--- src/sv/periodic_timer_wheel_assert.svh ---
// ---------------------------------------------------------------------------
// Periodic timer wheel assertion macros
// Concurrent assertion forms for the timer wheel datapath.
// ---------------------------------------------------------------------------
`ifndef PERIODIC_TIMER_WHEEL_ASSERT_SVH
`define PERIODIC_TIMER_WHEEL_ASSERT_SVH

// same-cycle implication, disabled while in reset
`define PTW_ASSERT_IMPLIES(label, clk, rstn, ante, cons, msg) \
  label: assert property (@(posedge clk) disable iff (!rstn) (ante) |-> (cons)) \
    else $error(msg);

// next-cycle implication, disabled while in reset
`define PTW_ASSERT_NEXT(label, clk, rstn, ante, cons, msg) \
  label: assert property (@(posedge clk) disable iff (!rstn) (ante) |=> (cons)) \
    else $error(msg);

`endif

--- src/sv/ptw_pkg.sv ---
// ---------------------------------------------------------------------------
// Periodic timer wheel package
// Field widths, mode and status codes, controller/datapath interface types.
// ---------------------------------------------------------------------------
package ptw_pkg;

  localparam int MODE_W   = 2;
  localparam int ID_W     = 4;
  localparam int PERIOD_W = 16;
  localparam int STATUS_W = 3;

  localparam logic [MODE_W-1:0] MODE_REG   = 2'd0;
  localparam logic [MODE_W-1:0] MODE_UNREG = 2'd1;
  localparam logic [MODE_W-1:0] MODE_TICK  = 2'd2;

  localparam logic [STATUS_W-1:0] ST_REGISTERED = 3'd0;
  localparam logic [STATUS_W-1:0] ST_REJECTED   = 3'd1;
  localparam logic [STATUS_W-1:0] ST_REMOVED    = 3'd2;
  localparam logic [STATUS_W-1:0] ST_EXPIRED    = 3'd3;
  localparam logic [STATUS_W-1:0] ST_IDLE_TICK  = 3'd4;

  // which result word goes into the output register
  typedef enum logic [1:0] {
    PUSH_NONE   = 2'd0,
    PUSH_SINGLE = 2'd1,
    PUSH_PEND   = 2'd2,
    PUSH_FINAL  = 2'd3
  } push_sel_e;

  typedef struct packed {
    logic      load;
    logic      div_start;
    logic      cur_adv;
    logic      scan_rst;
    logic      scan_inc;
    logic      mem_rd;
    logic      item_commit;
    logic      scan_commit;
    push_sel_e push;
  } ptw_cmd_t;

  typedef struct packed {
    logic [MODE_W-1:0] mode;
    logic              reject;
    logic              div_busy;
    logic              hit;
    logic              pend_valid;
    logic              scan_last;
    logic              out_free;
  } ptw_sts_t;

endpackage

--- src/sv/ptw_div.sv ---
// ---------------------------------------------------------------------------
// Timer wheel divider
// Division by the slot count: reciprocal multiply, then the remainder.
// ---------------------------------------------------------------------------
module ptw_div #(
  parameter int WHEEL_SLOTS = 8
) (
  input  logic                                 clk_i,
  input  logic                                 rst_ni,
  input  logic                                 start_i,
  input  logic [ptw_pkg::PERIOD_W-1:0]         dividend_i,
  output logic                                 busy_o,
  output logic [$clog2((2**ptw_pkg::PERIOD_W-2)/WHEEL_SLOTS+1)-1:0] quo_o,
  output logic [$clog2(WHEEL_SLOTS)-1:0]       rem_o
);

  localparam int PW = ptw_pkg::PERIOD_W;
  localparam int SW = $clog2(WHEEL_SLOTS);
  localparam int RW = $clog2((2**PW-2)/WHEEL_SLOTS+1);
  localparam int SH = PW + SW;
  // ceil(2^SH / slots) gives the exact quotient for every PW-bit dividend
  localparam logic [PW:0] RECIP = (PW+1)'(((2**SH) + WHEEL_SLOTS - 1) / WHEEL_SLOTS);
  localparam logic [SW:0] DIV_X = (SW+1)'(WHEEL_SLOTS);

  logic           busy_q, busy_d;
  logic [RW-1:0]  quo_q;
  logic [SW-1:0]  x_lo_q;
  logic [SW-1:0]  rem_q;
  logic [2*PW:0]  prod;
  logic [RW+SW:0] qd;

  assign prod   = {{(PW+1){1'b0}}, dividend_i} * {{PW{1'b0}}, RECIP};
  assign qd     = {{(SW+1){1'b0}}, quo_q} * {{RW{1'b0}}, DIV_X};
  assign busy_d = start_i;

  always_ff @(posedge clk_i or negedge rst_ni) begin
    if (!rst_ni) begin
      busy_q <= 1'b0;
    end else begin
      busy_q <= busy_d;
    end
  end

  // quotient registered on the start cycle, remainder in the cycle after; the remainder
  // is below the slot count, so the low bits of the difference are enough
  always_ff @(posedge clk_i) begin
    if (start_i) begin
      quo_q  <= prod[SH +: RW];
      x_lo_q <= dividend_i[SW-1:0];
    end
    if (busy_q) rem_q <= x_lo_q - qd[SW-1:0];
  end

  assign busy_o = busy_q;
  assign quo_o  = quo_q;
  assign rem_o  = rem_q;

endmodule

--- src/sv/ptw_dpath.sv ---
// ---------------------------------------------------------------------------
// Timer wheel datapath
// Timer entry memory, active bits, wheel pointer, scan counter, output word.
// ---------------------------------------------------------------------------
`include "periodic_timer_wheel_assert.svh"

module ptw_dpath #(
  parameter int WHEEL_SLOTS = 8,
  parameter int MAX_TIMERS  = 16
) (
  input  logic                            clk_i,
  input  logic                            rst_ni,
  input  ptw_pkg::ptw_cmd_t               cmd_i,
  output ptw_pkg::ptw_sts_t               sts_o,
  input  logic [ptw_pkg::MODE_W-1:0]      mode_i,
  input  logic [ptw_pkg::ID_W-1:0]        timer_id_i,
  input  logic [ptw_pkg::PERIOD_W-1:0]    period_i,
  output logic                            out_valid_o,
  input  logic                            out_ready_i,
  output logic [ptw_pkg::ID_W-1:0]        timer_id_res_o,
  output logic [ptw_pkg::STATUS_W-1:0]    status_o,
  output logic                            last_o
);

  localparam int SW = $clog2(WHEEL_SLOTS);
  localparam int IW = (MAX_TIMERS > 1) ? $clog2(MAX_TIMERS) : 1;
  localparam int RW = $clog2((2**ptw_pkg::PERIOD_W-2)/WHEEL_SLOTS+1);
  localparam logic [SW:0] SLOTS_X = (SW+1)'(WHEEL_SLOTS);

  typedef struct packed {
    logic [SW-1:0] slot;
    logic [RW-1:0] rounds;
    logic [RW-1:0] reload;
    logic [SW-1:0] off;
  } ent_t;

  function automatic logic [SW-1:0] slot_after(logic [SW-1:0] base, logic [SW-1:0] off);
    logic [SW:0] sum;
    sum = {1'b0, base} + {1'b0, off} + (SW+1)'(1);
    if (sum >= SLOTS_X) sum = sum - SLOTS_X;
    return sum[SW-1:0];
  endfunction

  // item word
  logic [ptw_pkg::MODE_W-1:0]   mode_q;
  logic [ptw_pkg::ID_W-1:0]     id_q;
  logic [ptw_pkg::PERIOD_W-1:0] period_q;
  logic [6:0]                   id_ext;
  logic                         id_ok;
  logic [IW-1:0]                item_idx;
  logic                         reject;

  // wheel and scan state
  logic [SW-1:0]         cur_q, cur_d;
  logic [IW-1:0]         scan_q, scan_d;
  logic [MAX_TIMERS-1:0] act_q, act_d;
  logic                  pend_valid_q, pend_valid_d;
  logic [IW-1:0]         pend_id_q;

  // entry memory
  ent_t          ent_mem [MAX_TIMERS];
  ent_t          ent_q;
  ent_t          reg_ent, scan_ent, wr_data;
  logic          wr_en;
  logic [IW-1:0] wr_addr, rd_addr;
  logic          match, hit;

  // divider
  logic                         div_busy;
  logic [RW-1:0]                div_quo;
  logic [SW-1:0]                div_rem;
  logic [ptw_pkg::PERIOD_W-1:0] dividend;

  // output word
  logic                          out_valid_q, out_valid_d;
  logic [ptw_pkg::ID_W-1:0]      out_id_q;
  logic [ptw_pkg::STATUS_W-1:0]  out_status_q;
  logic                          out_last_q;
  logic                          out_free;

  // command decodes for the checks
  logic push_any;
  logic push_pend;
  logic scan_busy;

  always_ff @(posedge clk_i) begin
    if (cmd_i.load) begin
      mode_q   <= mode_i;
      id_q     <= timer_id_i;
      period_q <= period_i;
    end
  end

  assign id_ext   = 7'(id_q);
  assign id_ok    = (id_ext < 7'(MAX_TIMERS));
  assign item_idx = id_ext[IW-1:0];
  assign reject   = (period_q == '0) || !id_ok;
  assign dividend = period_q - ptw_pkg::PERIOD_W'(1);

  ptw_div #(
    .WHEEL_SLOTS(WHEEL_SLOTS)
  ) u_div (
    .clk_i     (clk_i),
    .rst_ni    (rst_ni),
    .start_i   (cmd_i.div_start),
    .dividend_i(dividend),
    .busy_o    (div_busy),
    .quo_o     (div_quo),
    .rem_o     (div_rem)
  );

  // entry under scan; ent_q holds the word read for scan_q
  assign match = act_q[scan_q] && (ent_q.slot == cur_q);
  assign hit   = match && (ent_q.rounds == '0);

  always_comb begin
    scan_ent = ent_q;
    if (hit) begin
      scan_ent.slot   = slot_after(cur_q, ent_q.off);
      scan_ent.rounds = ent_q.reload;
    end else begin
      scan_ent.rounds = ent_q.rounds - RW'(1);
    end
  end

  always_comb begin
    reg_ent.slot   = slot_after(cur_q, div_rem);
    reg_ent.rounds = div_quo;
    reg_ent.reload = div_quo;
    reg_ent.off    = div_rem;
  end

  always_comb begin
    wr_en   = 1'b0;
    wr_addr = scan_q;
    wr_data = scan_ent;
    if (cmd_i.item_commit && (mode_q == ptw_pkg::MODE_REG) && !reject) begin
      wr_en   = 1'b1;
      wr_addr = item_idx;
      wr_data = reg_ent;
    end else if (cmd_i.scan_commit && match) begin
      wr_en = 1'b1;
    end
  end

  assign rd_addr = cmd_i.scan_inc ? (scan_q + IW'(1)) : scan_q;

  always_ff @(posedge clk_i) begin
    if (wr_en) ent_mem[wr_addr] <= wr_data;
    if (cmd_i.mem_rd) ent_q <= ent_mem[rd_addr];
  end

  always_comb begin
    cur_d        = cur_q;
    scan_d       = scan_q;
    act_d        = act_q;
    pend_valid_d = pend_valid_q;
    if (cmd_i.cur_adv) begin
      cur_d = (cur_q == SW'(WHEEL_SLOTS-1)) ? '0 : (cur_q + SW'(1));
    end
    if (cmd_i.scan_rst) begin
      scan_d       = '0;
      pend_valid_d = 1'b0;
    end else if (cmd_i.scan_inc) begin
      scan_d = scan_q + IW'(1);
    end
    if (cmd_i.item_commit) begin
      if ((mode_q == ptw_pkg::MODE_REG) && !reject) act_d[item_idx] = 1'b1;
      if ((mode_q == ptw_pkg::MODE_UNREG) && id_ok) act_d[item_idx] = 1'b0;
    end
    if (cmd_i.scan_commit && hit) pend_valid_d = 1'b1;
    if (cmd_i.push == ptw_pkg::PUSH_FINAL) pend_valid_d = 1'b0;
  end

  always_ff @(posedge clk_i or negedge rst_ni) begin
    if (!rst_ni) begin
      cur_q        <= '0;
      scan_q       <= '0;
      act_q        <= '0;
      pend_valid_q <= 1'b0;
    end else begin
      cur_q        <= cur_d;
      scan_q       <= scan_d;
      act_q        <= act_d;
      pend_valid_q <= pend_valid_d;
    end
  end

  // newest expiry is held back until the next one or the end of the scan
  always_ff @(posedge clk_i) begin
    if (cmd_i.scan_commit && hit) pend_id_q <= scan_q;
  end

  // output register
  assign out_free = !out_valid_q || out_ready_i;

  always_comb begin
    out_valid_d = out_valid_q;
    if (cmd_i.push != ptw_pkg::PUSH_NONE) out_valid_d = 1'b1;
    else if (out_ready_i) out_valid_d = 1'b0;
  end

  always_ff @(posedge clk_i or negedge rst_ni) begin
    if (!rst_ni) begin
      out_valid_q <= 1'b0;
    end else begin
      out_valid_q <= out_valid_d;
    end
  end

  always_ff @(posedge clk_i) begin
    case (cmd_i.push)
      ptw_pkg::PUSH_SINGLE: begin
        out_id_q   <= id_q;
        out_last_q <= 1'b1;
        if (mode_q == ptw_pkg::MODE_REG) begin
          out_status_q <= reject ? ptw_pkg::ST_REJECTED : ptw_pkg::ST_REGISTERED;
        end else begin
          out_status_q <= ptw_pkg::ST_REMOVED;
        end
      end
      ptw_pkg::PUSH_PEND: begin
        out_id_q     <= ptw_pkg::ID_W'(pend_id_q);
        out_status_q <= ptw_pkg::ST_EXPIRED;
        out_last_q   <= 1'b0;
      end
      ptw_pkg::PUSH_FINAL: begin
        out_last_q <= 1'b1;
        if (pend_valid_q) begin
          out_id_q     <= ptw_pkg::ID_W'(pend_id_q);
          out_status_q <= ptw_pkg::ST_EXPIRED;
        end else begin
          out_id_q     <= '0;
          out_status_q <= ptw_pkg::ST_IDLE_TICK;
        end
      end
      default: begin
      end
    endcase
  end

  assign out_valid_o    = out_valid_q;
  assign timer_id_res_o = out_id_q;
  assign status_o       = out_status_q;
  assign last_o         = out_last_q;

  always_comb begin
    sts_o.mode       = mode_q;
    sts_o.reject     = reject;
    sts_o.div_busy   = div_busy;
    sts_o.hit        = hit;
    sts_o.pend_valid = pend_valid_q;
    sts_o.scan_last  = (scan_q == IW'(MAX_TIMERS-1));
    sts_o.out_free   = out_free;
  end

  assign push_any  = (cmd_i.push != ptw_pkg::PUSH_NONE);
  assign push_pend = (cmd_i.push == ptw_pkg::PUSH_PEND);
  assign scan_busy = cmd_i.scan_commit || cmd_i.mem_rd;

  `PTW_ASSERT_IMPLIES(a_push_needs_room, clk_i, rst_ni, push_any, out_free, "push into full output")
  `PTW_ASSERT_IMPLIES(a_pend_push_src, clk_i, rst_ni, push_pend, pend_valid_q && hit, "stray flush")
  `PTW_ASSERT_IMPLIES(a_commit_excl, clk_i, rst_ni, cmd_i.item_commit, !scan_busy, "commit in scan")
  `PTW_ASSERT_NEXT(a_div_runs, clk_i, rst_ni, cmd_i.div_start, div_busy, "divider did not start")

endmodule

--- src/sv/ptw_ctrl.sv ---
// ---------------------------------------------------------------------------
// Timer wheel controller
// Sequences register, unregister and tick items over the datapath.
// ---------------------------------------------------------------------------
module ptw_ctrl (
  input  logic              clk_i,
  input  logic              rst_ni,
  input  logic              in_valid_i,
  output logic              in_ready_o,
  output ptw_pkg::ptw_cmd_t cmd_o,
  input  ptw_pkg::ptw_sts_t sts_i
);

  typedef enum logic [6:0] {
    S_IDLE = 7'b0000001,
    S_DEC  = 7'b0000010,
    S_DIV  = 7'b0000100,
    S_RESP = 7'b0001000,
    S_RD   = 7'b0010000,
    S_EV   = 7'b0100000,
    S_FIN  = 7'b1000000
  } state_e;

  state_e state_q, state_d;

  always_comb begin
    state_d    = state_q;
    cmd_o      = '0;
    cmd_o.push = ptw_pkg::PUSH_NONE;
    in_ready_o = 1'b0;
    case (state_q)
      S_IDLE: begin
        in_ready_o = 1'b1;
        if (in_valid_i) begin
          cmd_o.load = 1'b1;
          state_d    = S_DEC;
        end
      end
      S_DEC: begin
        case (sts_i.mode)
          ptw_pkg::MODE_REG: begin
            if (sts_i.reject) begin
              state_d = S_RESP;
            end else begin
              cmd_o.div_start = 1'b1;
              state_d         = S_DIV;
            end
          end
          ptw_pkg::MODE_UNREG: state_d = S_RESP;
          ptw_pkg::MODE_TICK: begin
            cmd_o.cur_adv  = 1'b1;
            cmd_o.scan_rst = 1'b1;
            state_d        = S_RD;
          end
          default: state_d = S_IDLE;
        endcase
      end
      S_DIV: begin
        if (!sts_i.div_busy) state_d = S_RESP;
      end
      S_RESP: begin
        if (sts_i.out_free) begin
          cmd_o.push        = ptw_pkg::PUSH_SINGLE;
          cmd_o.item_commit = 1'b1;
          state_d           = S_IDLE;
        end
      end
      S_RD: begin
        cmd_o.mem_rd = 1'b1;
        state_d      = S_EV;
      end
      S_EV: begin
        // a second expiry flushes the held one, which needs the output free
        if (!(sts_i.hit && sts_i.pend_valid && !sts_i.out_free)) begin
          cmd_o.scan_commit = 1'b1;
          if (sts_i.hit && sts_i.pend_valid) cmd_o.push = ptw_pkg::PUSH_PEND;
          if (sts_i.scan_last) begin
            state_d = S_FIN;
          end else begin
            cmd_o.scan_inc = 1'b1;
            cmd_o.mem_rd   = 1'b1;
          end
        end
      end
      S_FIN: begin
        if (sts_i.out_free) begin
          cmd_o.push = ptw_pkg::PUSH_FINAL;
          state_d    = S_IDLE;
        end
      end
      default: state_d = S_IDLE;
    endcase
  end

  always_ff @(posedge clk_i or negedge rst_ni) begin
    if (!rst_ni) begin
      state_q <= S_IDLE;
    end else begin
      state_q <= state_d;
    end
  end

endmodule

--- src/sv/periodic_timer_wheel.sv ---
// ---------------------------------------------------------------------------
// Periodic timer wheel
// Hashed timing wheel for periodic timers, controller plus datapath.
// ---------------------------------------------------------------------------
// Input channel (in_valid_i/in_ready_o) takes one word per item: mode_i
// selects register, unregister or tick; timer_id_i and period_i go with it.
// Output channel (out_valid_o/out_ready_i) returns result words; last_o marks
// the final word of an item. Register and unregister give one word; a tick
// gives one word per expired timer in ascending id order, or a single
// no-expiry word.
// Items are handled one at a time. A register item splits the period into rounds
// and slot offset in a two-step division (reciprocal multiply, then the
// remainder); a rejected register and an unregister skip the division. A tick
// reads one timer entry per cycle while the output does not stall it, and writes
// back each entry that matches the current slot. Mode 3 is dropped with no
// result. The last result word shows in the same cycle as the next item can be
// taken.
// A new item is accepted while the previous result still sits in the output
// register; if the receiver stalls, the scan stops at the next word it must
// hand over and resumes when the register drains.
// Reset deactivates every timer and sets the wheel to slot 0; there is no
// clearing pass.
// ---------------------------------------------------------------------------
module periodic_timer_wheel #(
  parameter int WHEEL_SLOTS = 8,
  parameter int MAX_TIMERS  = 16
) (
  input  logic                         clk_i,
  input  logic                         rst_ni,
  input  logic                         in_valid_i,
  output logic                         in_ready_o,
  input  logic [ptw_pkg::MODE_W-1:0]   mode_i,
  input  logic [ptw_pkg::ID_W-1:0]     timer_id_i,
  input  logic [ptw_pkg::PERIOD_W-1:0] period_i,
  output logic                         out_valid_o,
  input  logic                         out_ready_i,
  output logic [ptw_pkg::ID_W-1:0]     timer_id_res_o,
  output logic [ptw_pkg::STATUS_W-1:0] status_o,
  output logic                         last_o
);

  ptw_pkg::ptw_cmd_t cmd;
  ptw_pkg::ptw_sts_t sts;

  ptw_ctrl u_ctrl (
    .clk_i     (clk_i),
    .rst_ni    (rst_ni),
    .in_valid_i(in_valid_i),
    .in_ready_o(in_ready_o),
    .cmd_o     (cmd),
    .sts_i     (sts)
  );

  ptw_dpath #(
    .WHEEL_SLOTS(WHEEL_SLOTS),
    .MAX_TIMERS (MAX_TIMERS)
  ) u_dpath (
    .clk_i         (clk_i),
    .rst_ni        (rst_ni),
    .cmd_i         (cmd),
    .sts_o         (sts),
    .mode_i        (mode_i),
    .timer_id_i    (timer_id_i),
    .period_i      (period_i),
    .out_valid_o   (out_valid_o),
    .out_ready_i   (out_ready_i),
    .timer_id_res_o(timer_id_res_o),
    .status_o      (status_o),
    .last_o        (last_o)
  );

endmodule
--- config.mk ---
export PLATFORM = sky130hd
export DESIGN_NAME = periodic_timer_wheel
export DESIGN_NICKNAME = d
export VERILOG_FILES = /design/src/sv/ptw_pkg.sv /design/src/sv/ptw_div.sv /design/src/sv/ptw_dpath.sv /design/src/sv/ptw_ctrl.sv /design/src/sv/periodic_timer_wheel.sv
export VERILOG_INCLUDE_DIRS = /design/src /design/src/sv
export SDC_FILE = /design/constraint.sdc
export NUM_CORES = 1
export LEC_CHECK = 0
export BUFFER_PORTS_ARGS = -buffer_cell sky130_fd_sc_hd__buf_2
export CELL_PAD_IN_SITES_DETAIL_PLACEMENT = 2
export CELL_PAD_IN_SITES_GLOBAL_PLACEMENT = 2
export CORE_UTILIZATION = 48
export CTS_CLUSTER_DIAMETER = 40
export DETAILED_ROUTE_END_ITERATION = 12
export HOLD_SLACK_MARGIN = 0.1
export PLACE_DENSITY = 0.91
export SYNTH_ARGS = -nofsm -noshare
export SYNTH_HDL_FRONTEND = slang
export SYNTH_HIERARCHICAL = 1
export SYNTH_SLANG_ARGS = --single-unit
export TNS_END_PERCENT = 30
--- constraint.sdc ---
create_clock -name clk_i -period 8.6 [get_ports clk_i]
set_input_delay 0.43 -clock clk_i [delete_from_list [all_inputs] [get_ports clk_i]]
set_output_delay 0.43 -clock clk_i [all_outputs]
set_load 0.005 [all_outputs]
==> results.sh, run 1 <==
export IMPL_status="finished with violations"
export IMPL_violations="max-capacitance violations, max-slew violations"
export IMPL_layout_drive_gt1_share=0.1304
export IMPL_seq_power_share=0.347
export IMPL_p_sw_frac=0.3785
export IMPL_dpl_cell_area_um2=26860
export IMPL_io_pins=36
export IMPL_syn_area_per_cell_um2=12.90
export IMPL_yosys_area_top_type="edfxtp_1"
export IMPL_post_dp_hpwl_mm=52.39
export IMPL_antenna_found_initial=2
export IMPL_synthArstFlopShare=0.05238
export IMPL_clkTransAtPathRegs_ns=0.07
export IMPL_num_rows=84
export IMPL_fmax_mhz=141.6
export IMPL_ys_ff_latch=630
export IMPL_gp_congestion=0.7863
export IMPL_viasPerCell=6.982
export IMPL_seq_area_frac_synth=0.7217
export IMPL_power_density_nw_per_um2=348.0
export IMPL_yosysWarningCount=6
export IMPL_synthFlopType="edfxtp_1"
export IMPL_grt_setup_unrepaired="no"
export IMPL_ir_drop_mv=0.3483
export IMPL_wl_per_cell_um=40.69
export IMPL_synth_most_common_cell="edfxtp_1"
export IMPL_clockPowerShare=0.387
export IMPL_cts_htree_levels=3
export IMPL_worstMarginPinSlew_ns=1.558
export IMPL_pre_cts_ws_ns=2.640
export IMPL_hold_path_class="in -> reg"
export IMPL_syn_inst=2014
export IMPL_worst_slack_ns=1.539
export IMPL_nFillCells=4731
export IMPL_grt_max_degree=222
export IMPL_reg2reg_slack_ns=1.54
export IMPL_nNetsFinal=2115
export IMPL_drt_total_wl_mm=115.7
export IMPL_pwr_share_comb=0.266
export IMPL_ys_top_cells_by_count="edfxtp_1, nand2_1, nand3_1"
export IMPL_area_delta_synth_final_pct=16.43
export IMPL_slew_viol_final=17
export IMPL_grtUsageTotal=0.4239
export IMPL_drtIter0Drc=2488
export IMPL_leakage_uw=0.01070
export IMPL_power_switching_uw=3985
export IMPL_startpoint_type="register"
export IMPL_synth_cell_types=66
export IMPL_portBuffers=35
export IMPL_synth_top_area_frac=0.6899
export IMPL_finalInstanceArea_um2=30260
export IMPL_cts_setup_buffers=0
export IMPL_grt_pass1_wl_mm=165.0
export IMPL_die_x_um=234.7
export IMPL_drtAntennaViolNets=0
export IMPL_cts_root_buf="clkbuf_16"
export IMPL_synth_edf_count=597
export IMPL_cts_tree="done"
export IMPL_core_um2=52970
export IMPL_dieArea_um2=55070
export IMPL_required_ns=8.94
export IMPL_syn_num_nets=2051
export IMPL_setup_viol=0
export IMPL_clk_path_buf_depth=3
export IMPL_fin_crit_ns=7.061
export IMPL_cts_sinks=630
export IMPL_initial_core_util=0.4906
export IMPL_vias=19860
export IMPL_final_setup_skew_ns=0.04435
export IMPL_synthTopCellsByArea="edfxtp_1, nand2_1, a311oi_1"
export IMPL_drc=0
export IMPL_die_h_um=234.7
export IMPL_cts_buffers=93
export IMPL_internal_power_uw=6544
export IMPL_worstPathArrival_ns=7.40
export IMPL_synth_area_um2=25980
export IMPL_path_max_fanout=76
export IMPL_min_period_over_period=0.8211
export IMPL_tns_ns=0
export IMPL_maxCapViolations=3
export IMPL_dr_pass1_iters=6
export IMPL_grt_pass1_vias=21790
export IMPL_crit_type="reg -> reg"
export IMPL_overflow=0
export IMPL_relSlewSlack=-0.03888
export IMPL_hold_viol=0
export IMPL_clock_latency_ns=0.69
export IMPL_cp_end_kind="register"
==> routing by layer <==
| metal | global-route usage | vias to the layer above | part of all wire |
|---|---|---|---|
| met4 | 0.3431 | 2 | 0.091 |
| met1 | 0.4809 | 10050 | 0.34 |
| met2 | 0.6879 | 1624 | 0.48 |
| li1 | - | 7568 | - |
| met5 | 0 | - | 0.000086 |
| met3 | 0.1019 | 616 | 0.095 |
==> timing repair <==
item | CTS | global route
hold endpoints to repair | 54 | 0
gates resized for setup | 0 | 0
hold buffers | 23 | 0
endpoints found under the setup margin | 0 | 0
==> worst paths after layout <==
| path | startpoint | end | depth (start not counted) |
|---|---|---|---|
| min | in_valid_i | u_ctrl/state_q[1] | 3 |
| max in group asynchronous | rst_ni | u_ctrl/state_q[1] | 2 |
| max | u_dpath/scan_q[0] | u_dpath/ent_q[30] | 12 |
| min in group asynchronous | rst_ni | u_dpath/scan_q[0] | 2 |
| max reg2reg | u_dpath/scan_q[0] | u_dpath/ent_q[30] | 12 |
| min reg2reg | u_dpath/u_div/x_lo_q[0] | u_dpath/u_div/rem_o[0] | 0 |
==> stage by stage <==
step / instances / power, uW / util / hold WS (ns)
global route: 2843 / 10690 / 0.5711 / 0.1574
floorplan: 2014 / 5306 / - / 0.1344
CTS: 2842 / 10330 / 0.5708 / 0.1477
global placement: 2647 / 5806 / 0.5071 / 0.4049
finish: 2844 / 10530 / 0.5712 / 0.1650
detailed placement: 2647 / 6117 / 0.5071 / 0.4381
==> worst max-delay path, stage by stage (launching register included) <==
cell and delay (ns):
dfrtp_1 1.11, mux2i_1 0.46, a21oi_1 0.20, o2111ai_1 0.21, nand2_1 0.30, and2_1 0.28, and3b_1 0.26, nor3_2 1.05
mux2_4 0.83, buf_4 0.92, nand3_1 0.25, a311oi_1 0.61, a21oi_1 0.15
==> kinds of logic after synthesis <==
logic type | count (synthesis) | share of synthesized area
AND/OR/NAND/NOR | 909 | 0.1517
flip-flops | 630 | 0.7217
AO/OA/AOI/OAI | 255 | 0.06953
buffers and inverters | 152 | 0.02942
XOR/XNOR | 32 | 0.01180
multiplexers | 25 | 0.009967
adder cells (fa/ha/maj) | 11 | 0.005875
==> registers in the layout (all words and copies together), names as in the netlist, 4 cells and up <==
name                    cells
u_dpath/u_div/quo_o        13
u_dpath/scan_q              4
u_dpath/ent_q              32
u_dpath/period_q           16
u_dpath/pend_id_q           4
u_dpath/act_q              16
u_dpath/timer_id_res_o      4
u_dpath/id_q                4
u_ctrl/state_q              7
u_dpath/ent_mem           512
==> final cells by class <==
type / count / area, um2 / area share
antenna: 1 / 2.502 / 0.00008271
sequential: 630 / 18750 / 0.6199
tap: 688 / 860.8 / 0.02845
clock inverter: 75 / 779.5 / 0.02576
multi-input combinational: 1232 / 6661 / 0.2202
timing repair buffer: 99 / 750.7 / 0.02481
inverter: 22 / 82.58 / 0.002729
clock buffer: 97 / 2364 / 0.07812
==> cells in the final DEF, fill, tap and decap left out, types with 12 or more instances in the layout <==
cell / instances
a21oi_1: 67
a311oi_1: 96
a31oi_1: 41
and3_1: 70
buf_2: 35
buf_4: 38
clkbuf_16: 94
clkinv_2: 15
dfrtp_1: 32
dlygate4sd3_1: 23
edfxtp_1: 597
inv_1: 22
inv_6: 13
mux2i_1: 17
nand2_1: 590
nand3_1: 134
nor2_1: 42
nor2_4: 17
o21ai_0: 14
xnor2_1: 12
xor2_1: 16
==> power groups by stage <==
stage	Sequential [uW]	Clock, uW	Combinational [uW]
2_1_floorplan	3620	0	1690
3_3_place_gp	3670	0	2130
3_5_place_dp	3690	0	2420
4_1_cts	3640	4030	2660
5_1_grt	3650	4180	2860
6_report	3650	4080	2800
Power figures use the tool's default switching activity.
==> inputs of run 2 (changes only) <==
--- a/config.mk
+++ b/config.mk
@@ -9,11 +9,11 @@
 export BUFFER_PORTS_ARGS = -buffer_cell sky130_fd_sc_hd__buf_2
 export CELL_PAD_IN_SITES_DETAIL_PLACEMENT = 2
 export CELL_PAD_IN_SITES_GLOBAL_PLACEMENT = 2
-export CORE_UTILIZATION = 48
+export CORE_UTILIZATION = 40
 export CTS_CLUSTER_DIAMETER = 40
 export DETAILED_ROUTE_END_ITERATION = 12
 export HOLD_SLACK_MARGIN = 0.1
-export PLACE_DENSITY = 0.91
+export PLACE_DENSITY = 0.82
 export SYNTH_ARGS = -nofsm -noshare
 export SYNTH_HDL_FRONTEND = slang
 export SYNTH_HIERARCHICAL = 1
==> constraint.sdc (replaced) <==
create_clock -name clk_i -period 5.79 [get_ports clk_i]
set_input_delay 0.2895 -clock clk_i [delete_from_list [all_inputs] [get_ports clk_i]]
set_output_delay 0.2895 -clock clk_i [all_outputs]
set_load 0.005 [all_outputs]
==> run 2 against run 1 <==
Effect of this change: the run now ends clean; clock power increased by 56%; utilization shrank 8.7 points; sequential cell count is the same; clock-buffer cell count grew 11; sequential share of layout area decreased by 1.8 points; setup slack lost 1.2 ns; via count is 7.2% lower; highest routed layer is now met4.
==> results.sh, run 2 (synthesis results as in run 1) <==
export IMPL_status="completed"
export IMPL_dieArea_um2=65980
export IMPL_min_period_over_period=0.9463
export IMPL_worst_slack_ns=0.3108
export IMPL_reg2reg_slack_ns=0.31
export IMPL_instances_no_fill=3055
export IMPL_setup_viol=0
export IMPL_reg2reg_depth=14
export IMPL_slowest_delay_ns=1.08
export IMPL_worstReg2RegStart="u_dpath/scan_q[0]"
export IMPL_clk_path_buf_depth=3
export IMPL_grtUsageTotal=0.2969
export IMPL_drtIter0Drc=1672
export IMPL_overflow=0
export IMPL_slew_viol_final=0
export IMPL_post_dp_hpwl_mm=50.88
export IMPL_p_sw_frac=0.3456
export IMPL_tns_ns=0
export IMPL_antenna_found_initial=0
export IMPL_io_pins=36
export IMPL_drtAntennaViolNets=0
export IMPL_power_switching_uw=5468
export IMPL_placed_cells=2842
export IMPL_worstMarginPinSlew_ns=1.430
export IMPL_dr_pass1_iters=5
export IMPL_die_x_um=256.9
export IMPL_maxCapViolations=0
export IMPL_path_cells="mux2_2, o211ai_1, nand2_1, and2_1, and3b_1, nor3_2, buf_4, nand4_1, xnor2_2, buf_12, buf_12, a311oi_1, a311oi_1, a21oi_1"
export IMPL_mostFrequentLayoutCell="edfxtp_1"
export IMPL_fin_crit_ns=5.479
export IMPL_clkTransAtPathRegs_ns=0.06
export IMPL_cp_slowest_cell="dfrtp_1"
export IMPL_grt_setup_unrepaired="no"
export IMPL_power_uw=15820
export IMPL_core_um2=64350
export IMPL_final_cell_mix="edfxtp_1, nand2_1, nand3_1, clkbuf_16, a311oi_1"
export IMPL_regMostFlops="u_dpath/ent_mem"
export IMPL_area_delta_synth_final_pct=20.01
export IMPL_cts_tree="done"
export IMPL_cts_buffers=100
export IMPL_worstPathArrival_ns=5.84
export IMPL_vias=18430
export IMPL_power_density_nw_per_um2=507.3
export IMPL_num_rows=93
export IMPL_fmax_mhz=182.5
export IMPL_r2r_end="u_dpath/ent_q[12]"
export IMPL_die_h_um=256.9
export IMPL_cts_htree_levels=3
export IMPL_grt_pass1_vias=20650
export IMPL_hold_viol=0
export IMPL_reg_largest_list="u_dpath/ent_mem: 512 flops, u_dpath/ent_q: 32 flops"
export IMPL_crit_type="reg -> reg"
export IMPL_gp_congestion=0.8475
export IMPL_grt_max_degree=81
export IMPL_pwr_share_comb=0.256
export IMPL_diodes=0
export IMPL_leakage_uw=0.01101
export IMPL_relSlewSlack=0.04639
export IMPL_pre_cts_ws_ns=0.8133
export IMPL_layout_drive_gt1_share=0.1500
export IMPL_startpoint_type="register"
export IMPL_holdWs_ns=0.1467
export IMPL_nNetsFinal=2150
export IMPL_internal_power_uw=10350
export IMPL_final_setup_skew_ns=0.04887
export IMPL_largest_reg_flops=512
export IMPL_wl_per_cell_um=31.68
export IMPL_hold_path_class="in -> reg"
export IMPL_seq_power_share=0.342
export IMPL_cts_setup_buffers=0
export IMPL_clockPowerShare=0.402
export IMPL_cp_end_kind="register"
export IMPL_path_max_fanout=46
export IMPL_initial_core_util=0.4038
export IMPL_cts_sinks=630
export IMPL_required_ns=6.15
export IMPL_clock_latency_ns=0.67
export IMPL_ir_drop_mv=0.2926
export IMPL_cts_root_buf="clkbuf_16"
export IMPL_drc=0
export IMPL_portBuffers=35
export IMPL_grt_pass1_wl_mm=143.4
export IMPL_drt_total_wl_mm=96.78
export IMPL_viasPerCell=6.033
export IMPL_endpoint="u_dpath/ent_q[12]"
export IMPL_crit_path_start="u_dpath/scan_q[0]"
[run 2: changes by cell type in the layout (fill, tap and decap cells not counted), sizes merged]
cell | previous run | this run
buf | 76 | 103
clkinv | 35 | 27
diode | 1 | 0
inv | 42 | 40
dlygate4sd3 | 23 | 24
clkbuf | 97 | 108
bufinv | 9 | 13
clkinvlp | 11 | 23
[run 2: power groups by stage]
stage / logic [uW] / registers (uW) / clock network, uW
3_3_place_gp: 3510 / 5460 / 0
3_5_place_dp: 3780 / 5470 / 0
6_report: 4050 / 5410 / 6350
5_1_grt: 4300 / 5420 / 6590
2_1_floorplan: 2510 / 5370 / 0
4_1_cts: 3980 / 5390 / 6420
[run 2: routing by layer]
metal  wire [um]  part of all wire  track usage  vias to the layer above
met2       49130              0.51       0.5154                      789
met1       37430              0.39       0.3582                     9712
met5           0                 0            0                        -
met4        4654             0.048       0.1394                        0
li1            -                 -            -                     7648
met3        5567             0.058      0.05221                      281
[run 2: worst min path at each step]
stage,from,endpoint,cells past startpoint
3_5_place_dp,u_dpath/u_div/x_lo_q[2],u_dpath/u_div/rem_o[2],0
6_report,out_ready_i,u_dpath/out_valid_o,3
5_1_grt,out_ready_i,u_dpath/out_valid_o,3
2_1_floorplan,rst_ni,u_ctrl/state_q[1],0
4_1_cts,out_ready_i,u_dpath/out_valid_o,3
3_3_place_gp,rst_ni,u_dpath/act_q[12],1
[run 2: layout make-up]
| class | instances | area, um2 |
|---|---|---|
| clock buffers | 108 | 2606 |
| clock inverters | 81 | 929.6 |
| fillers | 6069 | 33160 |
| inverters | 22 | 82.58 |
| multi-input cells | 1232 | 6666 |
| flip-flops and latches | 630 | 18750 |
| well taps | 855 | 1070 |
| repair buffers | 127 | 1076 |
[run 2: metrics by stage]
step	utilization	instance area (um2)
2_1_floorplan	-	25980
3_3_place_gp	0.4257	27400
3_5_place_dp	0.4257	27400
4_1_cts	0.4844	31170
5_1_grt	0.4846	31180
6_report	0.4846	31180
[run 2: worst max-delay path, delay by kind of cell (launching register included)]
kind | cells | cell delay, ns
flip-flops | 1 | 1.08
XOR/XNOR | 1 | 0.55
multiplexers | 1 | 0.43
AND/OR/NAND/NOR | 5 | 1.15
AO/OA/AOI/OAI | 4 | 1.00
buffers and inverters | 3 | 0.88
[run 2: what timing repair did]
action,4_1_cts,5_1_grt
hold buffers,24,0
hold endpoints to repair,56,0
resized for setup,0,0
